`src/design/qwv_pkg.sv`:
```
// qwv_pkg: widths, state and operation codes, and the step decode table
// for the quadrature window velocity block. no dependencies.
package qwv_pkg;

  localparam int unsigned RING_DEPTH_DEF = 64;
  localparam int unsigned SLOT_W = 6;
  localparam int unsigned BITS_W = 2;
  localparam int unsigned SUM_W  = 16;
  localparam int unsigned CNT_W  = 8;
  localparam int unsigned CMP_W  = 9;

  typedef enum logic [1:0] {
    STEP_NONE = 2'b00,
    STEP_FWD  = 2'b01,
    STEP_BACK = 2'b10,
    STEP_JUMP = 2'b11
  } step_e;

  typedef enum logic [1:0] {
    ST_IDLE,
    ST_CHECK,
    ST_CLOSE,
    ST_DECODE
  } seq_state_e;

  typedef enum logic {
    ALU_CLOSE,
    ALU_STEP
  } alu_op_e;

  typedef struct packed {
    alu_op_e            op;
    logic [SUM_W-1:0]   sum;
    logic [CNT_W-1:0]   open;
    logic [CNT_W-1:0]   old;
    step_e              kind;
  } alu_req_t;

  typedef struct packed {
    logic [SUM_W-1:0]   sum;
    logic [CNT_W-1:0]   open;
  } alu_rsp_t;

  // indexed by previous bits and new bits
  function automatic step_e step_kind(input logic [2*BITS_W-1:0] idx);
    step_e k;
    unique case (idx)
      4'h0, 4'h5, 4'hA, 4'hF: k = STEP_NONE;
      4'h1, 4'h7, 4'h8, 4'hE: k = STEP_FWD;
      4'h2, 4'h4, 4'hB, 4'hD: k = STEP_BACK;
      default:                k = STEP_JUMP;
    endcase
    return k;
  endfunction

endpackage

```
`src/design/qwv_alu.sv`:
```
// qwv_alu: shared 16-bit adder for slot closing and step decoding.
// depends on qwv_pkg.
module qwv_alu import qwv_pkg::*; (
  input  alu_req_t req_i,
  output alu_rsp_t rsp_o
);

  logic [CNT_W:0]   diff;
  logic [SUM_W-1:0] op_a;
  logic [SUM_W-1:0] op_b;
  logic [SUM_W-1:0] res;
  logic             positive;

  always_comb begin
    diff     = {req_i.open[CNT_W-1], req_i.open} - {req_i.old[CNT_W-1], req_i.old};
    positive = (req_i.open != '0) && !req_i.open[CNT_W-1];
    op_a     = '0;
    op_b     = '0;
    unique case (req_i.op)
      ALU_CLOSE: begin
        op_a = req_i.sum;
        op_b = {{(SUM_W-CNT_W-1){diff[CNT_W]}}, diff};
      end
      ALU_STEP: begin
        op_a = {{(SUM_W-CNT_W){req_i.open[CNT_W-1]}}, req_i.open};
        unique case (req_i.kind)
          STEP_NONE: op_b = '0;
          STEP_FWD:  op_b = SUM_W'(1);
          STEP_BACK: op_b = '1;
          STEP_JUMP: op_b = positive ? SUM_W'(2) : ~SUM_W'(1);
        endcase
      end
    endcase
    res = op_a + op_b;
    if (req_i.op == ALU_CLOSE) begin
      rsp_o.sum  = res;
      rsp_o.open = '0;
    end else begin
      rsp_o.sum  = req_i.sum;
      rsp_o.open = res[CNT_W-1:0];
    end
  end

endmodule

```
`config.mk`:
```
export PLATFORM = sky130hd
export DESIGN_NAME = qwv_alu
export DESIGN_NICKNAME = d
export VERILOG_FILES = /design/src/design/qwv_pkg.sv /design/src/design/qwv_alu.sv
export SDC_FILE = /design/constraint.sdc
export NUM_CORES = 1
export LEC_CHECK = 0
export ABC_AREA = 1
export BUFFER_PORTS_ARGS = -buffer_cell sky130_fd_sc_hd__buf_2
export CAP_MARGIN = 5
export CORE_UTILIZATION = 45
export DETAILED_ROUTE_END_ITERATION = 10
export PLACE_DENSITY = 0.72
export SETUP_SLACK_MARGIN = 0.1
export SYNTH_ARGS = -nofsm -noshare
export SYNTH_HDL_FRONTEND = slang
export SYNTH_SLANG_ARGS = --single-unit
```
`constraint.sdc`:
```
create_clock -name vclk -period 4.07
set_clock_uncertainty 0.1 [all_clocks]
set_input_delay 0.407 -clock vclk [all_inputs]
set_output_delay 0.407 -clock vclk [all_outputs]
set_load 0.02 [all_outputs]
```
# == Word-level counts from Yosys, hierarchy flattened ==
# Index checks and enable logic that the tools add are counted.
# word_totals
register_bits,0
latchBits,0
mem_bits_rw,0
romBits,0
inputBits,35
out_inout_bits,24
elab_cells,15
mem_count,0
# op_classes
addsub,2
n_mul,0
n_div,0
magnitude_cmp,0
n_eq_ne,3
shifts,0
muxes,5
bitwise,1
n_reduce_logical,4
# op_table
op,count
16-bit case mux with 2 select lines,2
16-bit case mux with 4 select lines,1
24-bit 2-to-1 mux,1
16-bit adder,1
16-bit 2-to-1 mux,1
8-bit by 8-bit subtractor with 9-bit output,1
8-bit nonzero test,1
"2-bit == test, second input constant",2
"2-bit by 1-bit == test with 1-bit output, second input constant",1
2-bit logical NOT,1
1-bit logical AND,1
1-bit logical NOT,1
1-bit NOT,1

# == Longest topological paths before layout ==
# logic_depth
depth_word,7
ltp_mapped,23
mapped_depth_nobuf,23

# == Worst setup path after synthesis ==
# Ideal clock, no wire load.
# synth_path
kind,input port to output port
start,input req_i[10] (netlist bit)
end,output rsp_o[18] (netlist bit)
arrival_ns,3.062
t_required_ns,3.563
slack_ns,0.501
cell_stages,18
path_buffers,0
cell_sequence,inv_1 > ha_1 > fa_1 > inv_1 > nand2_1 > nand2_2 > nand3_1 > nand3_1 > nand3_2 > nand2_2 > inv_1 > ha_1 > a21o_1 > nor2_1 > nand3_1 > nand2_1 > clkinv_1 > o31ai_1
# synth_rtl
item,line,text
"start, declared",qwv_alu.sv:4,"input alu_req_t req_i,"
"end, declared",qwv_alu.sv:5,output alu_rsp_t rsp_o

==> out/metrics.sh <==
P_COMB_FRAC=1.000
WORST_PATH_LARGEST_CELL_DELAY_NS=0.36
WORST-SLEW-PIN-TRANSITION_NS=0.4045
GRT_FIRST_PASS_WIRELENGTH_MICRONS=7748
GRT_PASS1_VIAS=1865
SYNTH_SEQ_AREA_SHARE=0
N_CLOCK_BUFFER=0
LAYOUT.FILLER_CELLS=391
ANTENNA_VIOLATING_NETS_POST_ROUTE=0
SEQ_POWER_SHARE=0
FINALSETUPTNS_NS=0
SETUP_VIOL_COUNT_FINAL=0
ROW_COUNT=22
NETLIST-CELL-TYPE-COUNT=36
POSTPLACECELLAREA_SQ_UM=2072
POWER.SWITCHING_FRACTION=0.6066
CP.REQUIRED_NS=3.56
FLOORPLAN.CORE_AREA_SQ_UM=3689
LAYOUT_COMMONEST_CELL='sky130_fd_sc_hd__nand2_1'
PERIOD_NEEDED_NS=3.813
PIN_COUNT=59
NETS=445
RUN_STATUS='complete, no violations'
FOOTPRINT_OF_THE_MULTI_INPUT_GATES_SQ_UM=1662
SYNTHCELLS=326
AREA.GROWTH.SYNTH_TO_FINAL_PCT=28.12
BUFFERS_INVERTERS_ON_CRITICAL_PATH=7
CTS_HOLD_BUFFERS=0
POSTSYNTHNETCOUNT=387
DIEHEIGHT_MICRONS=64.42
TIMING.SETUP.CRITICAL_PATH_CLASS='in2out'
TIMING.CRITICAL_PATH.MAX_DELAY_FAMILY='simple AND/OR/NAND/NOR gates'
PSW_uW=341.9
SYNTH.CELL_AREA_SQ_UM=1753
ACHIEVABLE-FREQUENCY_MHz=262.3
ANTENNA_FOUND_INITIAL=0
DRC_ERRORS=0
WIRE_PER_INST_MICRONS=11.04
OVERFLOW=0
TIMING.HOLD.WORST.CLASS='in2out'
POWER.SHARE.CLOCK=0
ROUTED_WL_MICRONS=4749
GRT_START_MAX_NET_PINS=31
TIMING.CRITICAL_PATH.FANOUT_MAX=7
DIE_W_MICRONS=64.42
CAP_VIOLATIONS=0
VIAS_PER_CELL=4.970
NUMBER_OF_MAX_SLEW_VIOLATIONS_IN_THE_FINAL_REPORT=0
DETAIL_ROUTE.FIRST_PASS.ITERATIONS=4
YS_WARN_COUNT=0
PLACE_CONGESTION=0.9293
PORT_BUFFERS=59
POWER_PER_CELL_AREA_nW_PER_UM2=251.0
PLACE.DETAILED.HPWL_MICRONS=3859
P_LEAK_uW=0.001286
CRIT_ARRIVAL_NS=3.31
CP-START-KIND='primary input'
IR_WORST_VDD_mV=0.1203
RSZ0062_AT_GRT='yes'
DRT_FIRST_ITER_VIOLATIONS=115
COMMONEST_NON_FILL_NON_TAP_CELLS_IN_THE_LAYOUT='sky130_fd_sc_hd__nand2_1, sky130_fd_sc_hd__buf_2, sky130_fd_sc_hd__nor2_1, sky130_fd_sc_hd__inv_1, sky130_fd_sc_hd__nand3_1'
SYN_AREA_PER_CELL_SQ_UM=5.377
NUM_ANTENNA_CELLS=0
NFLOPSANDLATCHES=0
POST-ROUTE-CELL-AREA_SQ_UM=2246
START_UTIL=0.4752
VIAS=2137
FINAL-SEQ-AREA_SQ_UM=0
PATH_CELLS='buf_2, inv_1, ha_1, fa_1, inv_1, nand2_1, nand2_2, nand3_2, nand3_2, nand3_2, nand2_2, clkinvlp_4, buf_12, ha_1, inv_1, nor3_2, and3_1, nand2_1, nand2b_2, nand3_1, nand3_1, nand2_1, buf_2'
LAYOUT-DRIVE-GT1-SHARE=0.2670
POWER.INTERNAL_uW=221.7
FLOORPLAN.DIE_AREA_SQ_UM=4149
LAYOUT_WORST_PATH_CYCLE_SHARE=0.9367
CRIT_PATH_END_KIND='output pin'
GLOBALROUTETOTALUTIL=0.2222
HOLD_VIOL=0
TIMING.SLEW.HEADROOM=0.7300
SLOWEST_STAGE='sky130_fd_sc_hd__fa_1'
[repair_timing]
action                     4_1_cts  5_1_grt
resized for setup                0       25
buffers inserted                 0        2
setup endpoints to repair        0        6
[routing by layer]
layer | global-route usage | vias up | part of all wire
met3 | 0 | 0 | 0.043
met1 | 0.3193 | 917 | 0.49
met2 | 0.3895 | 56 | 0.46
met5 | 0 | - | 0
met4 | 0.008333 | 0 | 0
li1 | - | 1164 | -
[area by class of cell]
type                            count  area share
Tap cell                           48     0.02674
Timing Repair Buffer               64      0.1549
Multi-Input combinational cell    272      0.7398
Inverter                           46     0.07855
[power groups by stage]
stage	Sequential [uW]	Combinational [uW]	Clock, uW
2_1_floorplan	0	382	0
3_3_place_gp	0	502	0
3_5_place_dp	0	504	0
4_1_cts	0	506	0
5_1_grt	0	625	0
6_report	0	564	0
[cell usage after synthesis (4+ instances only)]
| library cell | n | area, sq um |
|---|---|---|
| sky130_fd_sc_hd__nand2_1 | 94 | 352.8 |
| sky130_fd_sc_hd__nor2_1 | 43 | 161.4 |
| sky130_fd_sc_hd__inv_1 | 42 | 157.7 |
| sky130_fd_sc_hd__nand3_1 | 26 | 130.1 |
| sky130_fd_sc_hd__ha_1 | 24 | 300.3 |
| sky130_fd_sc_hd__a21oi_1 | 17 | 85.08 |
| sky130_fd_sc_hd__o21ai_1 | 12 | 60.06 |
| sky130_fd_sc_hd__o21ai_0 | 9 | 45.04 |
| sky130_fd_sc_hd__a21o_1 | 5 | 37.54 |
| sky130_fd_sc_hd__xnor2_1 | 5 | 43.79 |
| sky130_fd_sc_hd__xor2_1 | 5 | 43.79 |
| sky130_fd_sc_hd__nand2_2 | 4 | 25.02 |
| sky130_fd_sc_hd__nor3_1 | 4 | 20.02 |
[logic make-up after synthesis]
family	Yosys count	share of synthesized area
AO/OA/AOI/OAI	53	0.1784
XOR/XNOR	10	0.04996
adder cells (fa/ha/maj)	26	0.1941
buffers and inverters	54	0.1320
AND/OR/NAND/NOR	183	0.4454
[metrics by stage]
step / worst slack (ns) / instances / utilization / hold slack (ns) / total power, uW
2_1_floorplan: 0.5015 / 326 / - / 0.8868 / 381.7
3_3_place_gp: 0.2616 / 428 / 0.5617 / 1.040 / 501.7
3_5_place_dp: 0.2617 / 428 / 0.5617 / 1.040 / 504.3
4_1_cts: 0.2503 / 428 / 0.5617 / 1.044 / 506.2
5_1_grt: 0.05202 / 430 / 0.6089 / 1.053 / 625.0
6_report: 0.2575 / 430 / 0.6089 / 1.042 / 563.6
[worst paths after layout]
path,startpoint,endpoint,cells after the start
worst max-delay path,req_i[10],rsp_o[23],23
worst min-delay path,req_i[32],rsp_o[22],4
Note: power is estimated with default switching activity, not from simulation.
