--- src/design/qwv_pkg.sv ---
// qwv_pkg: widths, state and operation codes, and the step decode table
// for the quadrature window velocity block. no dependencies.
package qwv_pkg;

  localparam int unsigned RING_DEPTH_DEF = 64;
  localparam int unsigned SLOT_W = 6;
  localparam int unsigned BITS_W = 2;
  localparam int unsigned SUM_W  = 16;
  localparam int unsigned CNT_W  = 8;
  localparam int unsigned CMP_W  = 9;

  typedef enum logic [1:0] {
    STEP_NONE = 2'b00,
    STEP_FWD  = 2'b01,
    STEP_BACK = 2'b10,
    STEP_JUMP = 2'b11
  } step_e;

  typedef enum logic [1:0] {
    ST_IDLE,
    ST_CHECK,
    ST_CLOSE,
    ST_DECODE
  } seq_state_e;

  typedef enum logic {
    ALU_CLOSE,
    ALU_STEP
  } alu_op_e;

  typedef struct packed {
    alu_op_e            op;
    logic [SUM_W-1:0]   sum;
    logic [CNT_W-1:0]   open;
    logic [CNT_W-1:0]   old;
    step_e              kind;
  } alu_req_t;

  typedef struct packed {
    logic [SUM_W-1:0]   sum;
    logic [CNT_W-1:0]   open;
  } alu_rsp_t;

  // indexed by previous bits and new bits
  function automatic step_e step_kind(input logic [2*BITS_W-1:0] idx);
    step_e k;
    unique case (idx)
      4'h0, 4'h5, 4'hA, 4'hF: k = STEP_NONE;
      4'h1, 4'h7, 4'h8, 4'hE: k = STEP_FWD;
      4'h2, 4'h4, 4'hB, 4'hD: k = STEP_BACK;
      default:                k = STEP_JUMP;
    endcase
    return k;
  endfunction

endpackage

--- src/design/qwv_ring.sv ---
// qwv_ring: per-slot count memory with registered read and valid bits,
// unwritten entries read as zero. depends on qwv_pkg.
module qwv_ring import qwv_pkg::*; #(
  parameter int unsigned RING_DEPTH = RING_DEPTH_DEF,
  parameter int unsigned PTR_W      = $clog2(RING_DEPTH)
) (
  input  logic             clk_i,
  input  logic             rst_ni,
  input  logic [PTR_W-1:0] rd_addr_i,
  output logic [CNT_W-1:0] rd_data_o,
  input  logic             wr_en_i,
  input  logic [PTR_W-1:0] wr_addr_i,
  input  logic [CNT_W-1:0] wr_data_i
);

  logic [CNT_W-1:0]      mem [RING_DEPTH];
  logic [RING_DEPTH-1:0] vld_q;
  logic [CNT_W-1:0]      rd_q;
  logic                  rd_vld_q;

  always_ff @(posedge clk_i) begin
    if (wr_en_i) begin
      mem[wr_addr_i] <= wr_data_i;
    end
    rd_q <= mem[rd_addr_i];
  end

  always_ff @(posedge clk_i or negedge rst_ni) begin
    if (!rst_ni) begin
      vld_q    <= '0;
      rd_vld_q <= 1'b0;
    end else begin
      if (wr_en_i) begin
        vld_q[wr_addr_i] <= 1'b1;
      end
      rd_vld_q <= vld_q[rd_addr_i];
    end
  end

  assign rd_data_o = rd_vld_q ? rd_q : '0;

endmodule

--- config.mk ---
export PLATFORM = sky130hd
export DESIGN_NAME = qwv_ring
export DESIGN_NICKNAME = d
export VERILOG_FILES = /design/src/design/qwv_pkg.sv /design/src/design/qwv_ring.sv
export SDC_FILE = /design/constraint.sdc
export NUM_CORES = 1
export LEC_CHECK = 0
export ABC_AREA = 1
export BUFFER_PORTS_ARGS = -buffer_cell sky130_fd_sc_hd__buf_2
export CORE_MARGIN = 2
export CORE_UTILIZATION = 35
export CTS_BUF_LIST = sky130_fd_sc_hd__clkbuf_8 sky130_fd_sc_hd__clkbuf_16
export CTS_CLUSTER_SIZE = 28
export DETAILED_ROUTE_END_ITERATION = 8
export SLEW_MARGIN = 20
export SYNTH_ARGS = -nofsm -noshare
export SYNTH_HDL_FRONTEND = slang
export SYNTH_SLANG_ARGS = --single-unit
--- constraint.sdc ---
create_clock -name clk_i -period 1.2 [get_ports clk_i]
set_input_delay 0.06 -clock clk_i [delete_from_list [all_inputs] [get_ports clk_i]]
set_output_delay 0.06 -clock clk_i [all_outputs]
set_load 0.01 [all_outputs]
# ---- Word-level counts from Yosys, hierarchy flattened
# Memory sizes are Yosys's and may differ from the RTL's. A register that Yosys moved wholly into a read port is not among the register bits.
# Index checks and enable logic that the tools add are counted.
dict set report word_totals {
  input_bits 23
  output_inout_bits 8
  mem_bits_rw 512
  ff_bits 65
  n_memories 1
  elab_cells 15
}
dict set report op_classes {
  order_cmp 3
  n_bitwise 1
  n_reduce_logical 1
  muxes 7
}
# name depth width read_ports rd_ports_with_merged_regs wr line_no
set memory_table {}
lappend memory_table {mem 64 8 1 1 1 qwv_ring.sv:16} ;# logic [CNT_W-1:0] mem [RING_DEPTH];
# operator count
set ops {}
lappend ops {{64-bit bitwise OR} 1}
lappend ops {{6-bit by 7-bit less-than comparator with 1-bit output (second input constant)} 2}
lappend ops {{8-bit two-way mux} 1}
lappend ops {{1-bit binary-select mux with 6-bit select} 1}
lappend ops {{1-bit demux with 6-bit select} 1}
lappend ops {{6-bit by 1-bit greater-or-equal comparator with 1-bit output (second input constant)} 1}
lappend ops {{1-bit two-way mux} 4}
lappend ops {{1-bit logical AND} 1}

# ---- Longest topological paths before layout
# Gate-level depths: netlist of run 1.
dict set report logic_depth {
  word_depth 5
  ltp_mapped 12
  ltp_nobuf 9
}

# ---- Worst setup path before layout of run 1
# No wires, ideal clock.
dict set report synth_timing {
  path_type {input port to flip-flop}
  start {input wr_en_i}
  end {memory mem[48][0] (enable)}
  stages 3
  setup_slack_ps -565
  t_required_ps 803
  setup_time_ps 397
  path_buffers 1
  arrival_ps 1368
  path_cell_list {buf_2 -> nand4_1 -> nor4_1}
}
dict set report synth_between {
  elab_chain_len 2
}
# item line_no
set synth_rtl {}
lappend synth_rtl {{start: declaration} qwv_ring.sv:11} ;# input logic wr_en_i,
lappend synth_rtl {{1-bit two-way mux} qwv_ring.sv:22} ;# if (wr_en_i) begin
lappend synth_rtl {{1-bit two-way mux (not written as such)} qwv_ring.sv:23} ;# mem[wr_addr_i] <= wr_data_i;
lappend synth_rtl {{end: declaration} qwv_ring.sv:16}
# No other way between the ends.

# ---- Worst setup path after layout of run 1
dict set report layout_timing {
  start {register rd_vld_q}
  end {output rd_data_o[0]}
}
dict set report layout_between {
  elab_chain_len 1
}
# item line_no
set layout_rtl {}
lappend layout_rtl {{start: declaration} qwv_ring.sv:19} ;# logic rd_vld_q;
lappend layout_rtl {{start signal: assignment} qwv_ring.sv:36} ;# rd_vld_q <= vld_q[rd_addr_i];
lappend layout_rtl {{8-bit two-way mux} qwv_ring.sv:40} ;# assign rd_data_o = rd_vld_q ? rd_q : '0;
lappend layout_rtl {{end: declaration} qwv_ring.sv:10} ;# output logic [CNT_W-1:0] rd_data_o,
# No other way between the ends.

==> results of run 1 <==
## synth_stat cells
cell,n
buf_2,48
nand2_1,742
buf_6,18
nor2_1,56
dfrtp_1,65
buf_4,24
clkbuf_1,25
nor3_1,5
inv_1,12
inv_4,1
inv_8,1
nand4_1,4
nand3_1,493
edfxtp_1,512
clkinv_1,5
buf_1,10
inv_2,1
or2_2,64
nor4_1,8
dfxtp_1,8
## per-layer routing
metal  track usage, %  share of wire (%)  up-vias  wire (microns)
li1                 -                  -     7607               -
met1             26.0                 44     8158           29000
met2             29.3                 47      596           30500
met3             2.83                6.5      110            4220
met4             5.33                2.6        0            1680
met5                0                  0        -               0
## flip-flops by register name (all words and copies together), names as in the netlist
register and count:
mem 512, rd_q 8, vld_q 64, rd_vld_q 1
## layout make-up
cell class	instances	share of cell area, %
clock inverters	45	1.09
clock buffers	61	5.03
well taps	873	3.71
flip-flops and latches	585	58.3
multi-input cells	1372	23.7
repair buffers	228	7.85
inverters	20	0.319
## cell families after synthesis
kind of cell	count (synthesis)	synth area share, %
buffers and inverters	145	3.50
and+or+nand+nor	1372	24.9
DFF	585	71.6
## power groups by stage
stage	clock (mW)	combinational (mW)	sequential, mW
2_1_floorplan	0	2.05	23.3
3_5_place_dp	0	3.66	23.4
6_report	17.4	4.16	23.0
4_1_cts	17.6	3.93	23.0
3_3_place_gp	0	3.61	23.4
5_1_grt	18.3	4.51	23.0
## critical path: stages (launching register included)
cell and delay [ns]:
dfrtp_2 0.41, buf_12 0.16, nand2_4 0.08, inv_2 0.04, buf_6 0.11
## what timing repair did
| action | in CTS | in global routing |
|---|---|---|
| endpoints found under the setup margin | 17 | 17 |
| hold buffers | 10 | 0 |
| buffers inserted | 1 | 4 |
| pin swaps | 29 | 100 |
| resized for setup | 110 | 117 |
| endpoints found under the hold margin | 483 | 0 |
## worst paths after layout
| check | from | end | slack (ns) |
|---|---|---|---|
| setup / recovery | rd_vld_q | rd_data_o[0] | -0.29 |
| hold / removal | rst_ni | vld_q[29] | 0.02 |
| setup reg to reg | mem[63][6] | rd_q[6] | -0.02 |
| hold reg to reg | vld_q[35] | vld_q[35] | 0.47 |
| max in group asynchronous | rst_ni | vld_q[63] | 0.79 |
| min in group clk_i | wr_addr_i[4] | vld_q[17] | 0.09 |
==> run_results.csv, run 1 <==
group,metric,value,unit
run_status,run_status,"finished with violations",
run_status,violations,"setup timing",
cells_and_area,fillers,6180,
placed_design,hpwl,39600,microns
timing,fin_hold_ws,0.0176,ns
clocking,cts_tree,"built",
route,num_vias,16500,
timing,hold_viol_final,0,
clocking,clock-sinks,585,
power,p_sw,10.5,mW
power,ir_drop,0.00104,V
critical_path,rr_worst_depth,8,
yosys,avgSynthCellArea,11.4,sq um
route,routed_wl,65300,microns
floorplan,die_area,0.0706,sq mm
job,maxCapViolations,0,
clocking,clockBufferDepth,3,
critical_path,endpoint_kind,"output port",
yosys,syn-num-nets,2125,
floorplan,io_pins,31,
power,pwr_density_cell,1510,mW/mm^2
placed_design,dpl-instance-area,0.0265,sq mm
yosys,synth-seq-cells,585,
critical_path,critPathLaunchType,"flip-flop",
route,via_per_inst,5.17,
grt,grt_use_total,18.4,%
timing,tns,-2.34,ns
power,p_int,34.0,mW
route,wl_per_cell,20.5,microns
floorplan,core,0.0675,sq mm
yosys,synth.distinct_cells,20,
timing,worst_pin_slew,0.804,ns
timing,drv_slew,0,
clocking,cts_inserted_buffers,56,
power,swShare,23.7,%
clocking,root_buffer,"clkbuf_16",
timing,post-route-min-period,1.49,ns
grt,overflow,0,
timing,clock_skew,0.0154,ns
power,power,44.5,mW
yosys,yosysSeqAreaShare,71.6,%
critical_path,cp_max_fo,8,
timing,period_share,124,%
timing,fmax,669,MHz
yosys,yosysTopAreaCell,"edfxtp_1",
power,leakage,11.3,nW
cells_and_area,drive_gt1_share,25.0,%
grt,grt_pass1_wl,98900,microns
cells_and_area,layout_commonest_cell,"nand2_1",
route,drt_iter0_markers,1673,
min_path,min_path_type,"input pin to async pin",
floorplan,initial_utilization,35.5,%
timing,relSlewSlack,46.1,%
cells_and_area,multiInputGateArea,0.00699,sq mm
timing,setup_ws,-0.294,ns
route,postRouteAntennaNets,0,
grt,first_global_vias,16100,
power,combPwrFrac,9.3,%
clocking,clock_latency,0.62,ns
yosys,synth_warnings,0,
route,drt-pass1-iter-count,5,
timing,rsz0062_at_grt,"true",
yosys,netlist_area,0.0240,sq mm
critical_path,critPathKind,"flip-flop to output port",
cells_and_area,finalNetCount,2286,
cells_and_area,area_delta_synth_final,22.9,%
placed_design,dp_cells,3063,
clocking,cts_htree_levels,2,
grt,grt_max_degree,66,
critical_path,required,1.14,ns
clocking,clk_pin_slew_worst_paths,0.06,ns
cells_and_area,seq_area,0.0172,sq mm
cells_and_area,layout_common_cells,"nand2_1 (687), edfxtp_1 (512), nand3_1 (367)",
yosys,synth_area_leaders,"edfxtp_1 (64%), nand2_1 (12%), nand3_1 (10%)",
power,p_clk_share,39.0,%
power,seqPwrFrac,51.6,%
placed_design,place_ws,-0.515,ns
cells_and_area,layoutNonFillerInstCount,3184,
timing,setup_viol,13,
placed_design,io_buffer_count,30,
placed_design,gp_congestion,0.871,
critical_path,worstPathArrival,1.43,ns
yosys,yosysTopAreaCellShare,64.2,%
floorplan,die_x,266,microns
floorplan,die_h,266,microns
cells_and_area,utilization,43.6,%
grt,antenna_found_initial,0,
yosys,syn_inst,2102,
route,drc,0,
floorplan,rows,95,
cells_and_area,final_area,0.0295,sq mm
cells_and_area,num_antenna_cells,0,
No activity file was read; power rests on OpenSTA's default activity.
==> inputs of run 2 (changes only) <==
CORE_ASPECT_RATIO = 1.5   (was not set)
GPL_TIMING_DRIVEN = 0   (was not set)
clock period = 1.7 ns   (was 1.2 ns; I/O delays follow)
==> run 2 against run 1 <==
  * The flow still finishes with violations (setup timing)
  * Die area hardly changed
  * Critical path depth unchanged
  * Sequential power decreased by 30%
  * Final cell count down 1.1%
  * Total power decreased by 30%
  * Via count down 0.55%
  * Register-to-register slack gained 0.14 ns
  * Critical endpoint is now mem[48][4]
  * Largest cell class unchanged
==> run_results.csv, run 2 (synthesis results as in run 1) <==
group,metric,value,unit
power,pwr_density_cell,1120,mW/mm^2
route,drt-pass1-iter-count,6,
placed_design,gp_congestion,0.999,
clocking,cts_inserted_buffers,50,
min_path,min_path_type,"input pin to flip-flop",
grt,overflow,0,
grt,grt_use_met3,2.39,%
grt,grt_max_degree,65,
clocking,cts_htree_levels,2,
critical_path,slowest_delay,0.86,ns
route,wl_per_cell,23.6,microns
timing,tns,-2.41,ns
grt,grt_use_total,21.1,%
grt,grt_pass1_wl,108000,microns
timing,hold_viol_final,0,
timing,setup_ws,-0.0945,ns
clocking,cts_tree,"built",
route,postRouteAntennaNets,0,
critical_path,reg2reg_from,"mem[35][7]",
critical_path,cpMaxStageDelayCell,"nor4_2",
power,ir_drop,0.000696,V
timing,clock_skew,0.0281,ns
cells_and_area,layout_common_cells,"nand2_1 (742), edfxtp_1 (512), nand3_1 (493)",
min_path,hold_end,"rd_vld_q",
floorplan,core,0.0678,sq mm
timing,period_share,106,%
cells_and_area,reg.largest.list,"mem x512, vld_q x64, rd_q x8",
cells_and_area,finalNetCount,2238,
critical_path,crit_chain,"buf_4 > dlygate4sd3_1 > nor4_2 > buf_4",
critical_path,path_common_cell,"buf_4",
floorplan,die_x,218,microns
cells_and_area,largest_reg_flops,512,
job,maxCapViolations,0,
clocking,clock-sinks,585,
grt,use_met2,36.9,%
floorplan,die_h,324,microns
critical_path,critPathLaunchType,"input pin",
clocking,clock_latency,0.60,ns
cells_and_area,drive_gt1_share,14.9,%
floorplan,io_pins,31,
cells_and_area,area_delta_synth_final,15.2,%
min_path,min_path_cells,5,
critical_path,reg2reg_slack,0.12,ns
floorplan,die_area,0.0706,sq mm
grt,busiest_layer,"met2",
floorplan,rows,117,
placed_design,hpwl,52200,microns
route,drc,0,
timing,post-route-min-period,1.79,ns
timing,setup_viol,56,
min_path,min_from,"rd_addr_i[3]",
route,num_vias,16400,
clocking,root_buffer,"clkbuf_16",
clocking,clk_pin_slew_worst_paths,0.07,ns
power,power,31.0,mW
grt,grtUsageMet1,23.7,%
grt,first_global_vias,16100,
run_status,violations,"setup timing",
placed_design,io_buffer_count,21,
cells_and_area,regMostFlops,"mem",
critical_path,reg2reg_to,"rd_q[7]",
critical_path,rr_worst_depth,8,
critical_path,critPathKind,"input pin to flip-flop",
run_status,run_status,"finished with violations",
timing,worst_pin_slew,1.12,ns
power,leakage,10.4,nW
grt,antenna_found_initial,2,
route,routed_wl,74400,microns
floorplan,initial_utilization,35.4,%
route,drt_iter0_markers,1934,
timing,fmax,557,MHz
cells_and_area,layout_commonest_cell,"nand2_1",
route,via_per_inst,5.20,
clocking,clockBufferDepth,3,
timing,drv_slew,0,
critical_path,required,1.99,ns
timing,relSlewSlack,24.9,%
timing,rsz0062_at_grt,"true",
critical_path,cp_max_fo,7,
placed_design,place_ws,-1.05,ns
critical_path,worstPathArrival,2.08,ns
critical_path,endpoint_kind,"flip-flop",
-- run 2: cell types whose count changed in the layout (fill, tap and decap cells not counted), moves of 30 or more --
cell	previous run	this run
buf_4	143	45
nor2_1	47	17
nand3_1	367	493
nand2_1	687	742
buf_12	47	1
nand2_2	47	0
buf_2	19	67
nand3_2	112	0
-- run 2: report_power, final --
group | switching, mW | internal [mW]
registers | 0.183 | 16.0
clock network | 5.23 | 6.93
logic | 1.79 | 0.818
total | 7.20 | 23.8
-- run 2: cell type report --
class                      count  area, sq um
fill                        6306        40200
sequential                   585        17200
inverter                      20         85.1
clock inverter                33          342
buffer                       124          752
timing repair buffer          62          573
antenna                        1         2.50
tap                          892         1120
clock buffer                  60         1400
multi-input combinational   1372         6180
-- run 2: worst max-delay path by stage --
stage                 startpoint          to  slack, ns  cells past startpoint
CTS                 wr_addr_i[2]  mem[42][3]      -0.11                      5
finish              wr_addr_i[1]  mem[48][4]      -0.09                      4
global placement    wr_addr_i[3]  mem[49][1]      -1.69                      4
detailed placement  wr_addr_i[2]  mem[25][4]      -1.05                      5
floorplan                wr_en_i  mem[48][0]      -0.09                      3
global route        wr_addr_i[0]  mem[31][4]      -0.11                      5
-- run 2: per-stage QoR --
step | utilization (%) | hold slack, ns | instance area [sq um] | std cells
final | 40.7 | 0.0505 | 27600 | 3149
after CTS | 40.6 | 0.0217 | 27500 | 3143
after global placement | 37.2 | 0.451 | 25200 | 3015
after global routing | 40.7 | 0.0712 | 27600 | 3148
after detailed placement | 37.6 | 0.0848 | 25500 | 3033
after floorplan | - | -0.211 | 24000 | 2102
-- run 2: timing repair --
item / 4_1_cts / 5_1_grt
resized for setup: 35 / 22
hold buffers: 14 / 0
endpoints found under the hold margin: 128 / 0
cloned: 0 / 0
pin swaps: 2 / 1
setup endpoints to repair: 250 / 216
buffers inserted: 4 / 5
-- run 2: critical path: cells and delay by family --
family                 cells  cell delay, ns
buffers and inverters      3            1.12
and+or+nand+nor            1            0.86
-- run 2: metal layers --
metal | vias up | wire length, microns
met5 | - | 13
met2 | 669 | 37600
met3 | 209 | 4190
met4 | 2 | 6060
li1 | 7509 | -
met1 | 7992 | 26500
==> inputs of run 3 (changes only) <==
CORE_MARGIN = 4   (was 2)
CORE_UTILIZATION = 45   (was 35)
==> run 3 against run 2 <==
  * The flow still finishes with violations (setup timing)
  * Flip-flop and latch count is the same
  * Clock-buffer cell count grew 6
  * Maximum frequency increased by 0.45%
  * Clock skew decreased by 0.014 ns
  * Via count increased by 0.38%
  * Register-to-register slack improved by 0.10 ns
  * Clock power about the same
  * Highest routed layer is now met4
==> run_results.csv, run 3 (synthesis results as in run 1) <==
group,metric,value,unit
grt,antenna_found_initial,1,
route,drt-pass1-iter-count,5,
cells_and_area,layoutNonFillerInstCount,2937,
cells_and_area,final_area,0.0273,sq mm
power,ir_drop,0.000747,V
run_status,violations,"setup timing",
cells_and_area,area_delta_synth_final,13.8,%
route,postRouteAntennaNets,0,
placed_design,io_buffer_count,21,
critical_path,cp_max_fo,9,
critical_path,endpoint_kind,"flip-flop",
floorplan,die_x,196,microns
cells_and_area,drive_gt1_share,15.7,%
floorplan,core,0.0527,sq mm
timing,setup_viol,48,
floorplan,initial_utilization,45.5,%
clocking,clockBufferDepth,3,
grt,grt_use_total,25.8,%
critical_path,worstPathArrival,2.02,ns
clocking,clock-sinks,585,
power,power,30.9,mW
timing,period_share,105,%
critical_path,critical_path.startpoint,"wr_addr_i[0]",
placed_design,dp_cells,2820,
clocking,root_buffer,"clkbuf_16",
critical_path,reg2reg_slack,0.22,ns
critical_path,required,1.93,ns
floorplan,die_h,291,microns
route,drt_iter0_markers,1608,
placed_design,gp_congestion,0.987,
route,num_vias,16400,
grt,grt_max_degree,65,
cells_and_area,fillers,4576,
critical_path,critPathKind,"input pin to flip-flop",
job,maxCapViolations,0,
grt,first_global_vias,16000,
critical_path,critPathLaunchType,"input pin",
floorplan,io_pins,31,
timing,post-route-min-period,1.79,ns
clocking,cts_tree,"built",
clocking,clk_pin_slew_worst_paths,0.07,ns
timing,rsz0062_at_grt,"true",
cells_and_area,finalNetCount,2232,
clocking,cts_htree_levels,2,
floorplan,rows,103,
cells_and_area,reg.largest.list,"mem x512, vld_q x64, rd_q x8",
cells_and_area,regMostFlops,"mem",
timing,clock_skew,0.0142,ns
placed_design,dpl-instance-area,0.0251,sq mm
clocking,cts_inserted_buffers,53,
placed_design,hpwl,51900,microns
grt,grt_pass1_wl,108000,microns
cells_and_area,largest_reg_flops,512,
route,wl_per_cell,25.5,microns
critical_path,reg2reg_from,"mem[2][0]",
timing,hold_viol_final,0,
run_status,run_status,"finished with violations",
critical_path,reg2reg_to,"rd_q[0]",
timing,relSlewSlack,40.6,%
timing,drv_slew,0,
clocking,clock_latency,0.59,ns
critical_path,rr_worst_depth,8,
floorplan,die_area,0.0571,sq mm
grt,overflow,0,
cells_and_area,utilization,51.7,%
power,pwr_density_cell,1130,mW/mm^2
min_path,min_path_type,"input pin to async pin",
route,drc,0,
timing,worst_pin_slew,0.883,ns
cells_and_area,layout_commonest_cell,"nand2_1",
timing,setup_ws,-0.0865,ns
critical_path,crit_path_end,"mem[43][3]",
power,leakage,10.3,nW
timing,fmax,560,MHz
route,routed_wl,74800,microns
route,via_per_inst,5.60,
cells_and_area,layout_common_cells,"nand2_1 (741), edfxtp_1 (512), nand3_1 (493)",
## run 3: worst max-delay path, stage by stage
cell and delay [ns]:
buf_2 0.22, clkinv_1 0.32, nor3_1 0.21, nand2_1 0.46
nor2_2 0.70
## run 3: per-stage QoR
stage | setup TNS, ns | setup WS [ns] | hold WS, ns
after floorplan | -5.77 | -0.0900 | -0.211
after global placement | -427.59 | -2.25 | 0.451
after detailed placement | -376.58 | -0.948 | 0.0615
after CTS | -11.30 | -0.198 | 0.0197
after global routing | -8.05 | -0.128 | 0.0354
final | -2.26 | -0.0865 | 0.0361
## run 3: power breakdown
| group | switching, mW | internal, mW | leakage, nW |
|---|---|---|---|
| sequential | 0.177 | 16.0 | 5.49 |
| clock | 5.29 | 6.81 | 0.923 |
| combinational | 1.80 | 0.795 | 3.94 |
## run 3: worst min-delay path by stage
| stage | cells after the start | startpoint | slack, ns | endpoint |
|---|---|---|---|---|
| after global placement | 1 | vld_q[42] | 0.45 | vld_q[42] |
| final | 3 | rst_ni | 0.04 | vld_q[43] |
| after CTS | 3 | rst_ni | 0.02 | vld_q[43] |
| after global routing | 2 | wr_addr_i[0] | 0.04 | mem[48][0] |
| after detailed placement | 1 | rst_ni | 0.06 | vld_q[49] |
| after floorplan | 0 | rst_ni | -0.21 | rd_vld_q |
## run 3: layout make-up
class	count	area [sq um]	share of cell area (%)
Sequential cell	585	17200	62.9
Clock buffer	66	1530	5.60
Buffer	124	751	2.75
Antenna cell	1	2.50	0.00917
Multi-Input combinational cell	1372	6220	22.8
Inverter	20	85.1	0.312
Tap cell	682	853	3.13
Clock inverter	34	241	0.885
Timing Repair Buffer	53	435	1.60
## run 3: routing by layer
metal	track usage, %	share of wire, %	vias to the layer above
met3	2.91	5.9	197
li1	-	-	7507
met1	30.5	36	8057
met2	45.2	51	683
met5	0	0	-
met4	15.4	6.8	0
## run 3: repair_timing
item                       in CTS  in global routing
setup endpoints to repair     388                357
pin swaps                       0                  3
setup buffers                   0                  7
hold buffers                   10                  0
resized for setup              52                 16
hold endpoints to repair      136                  0
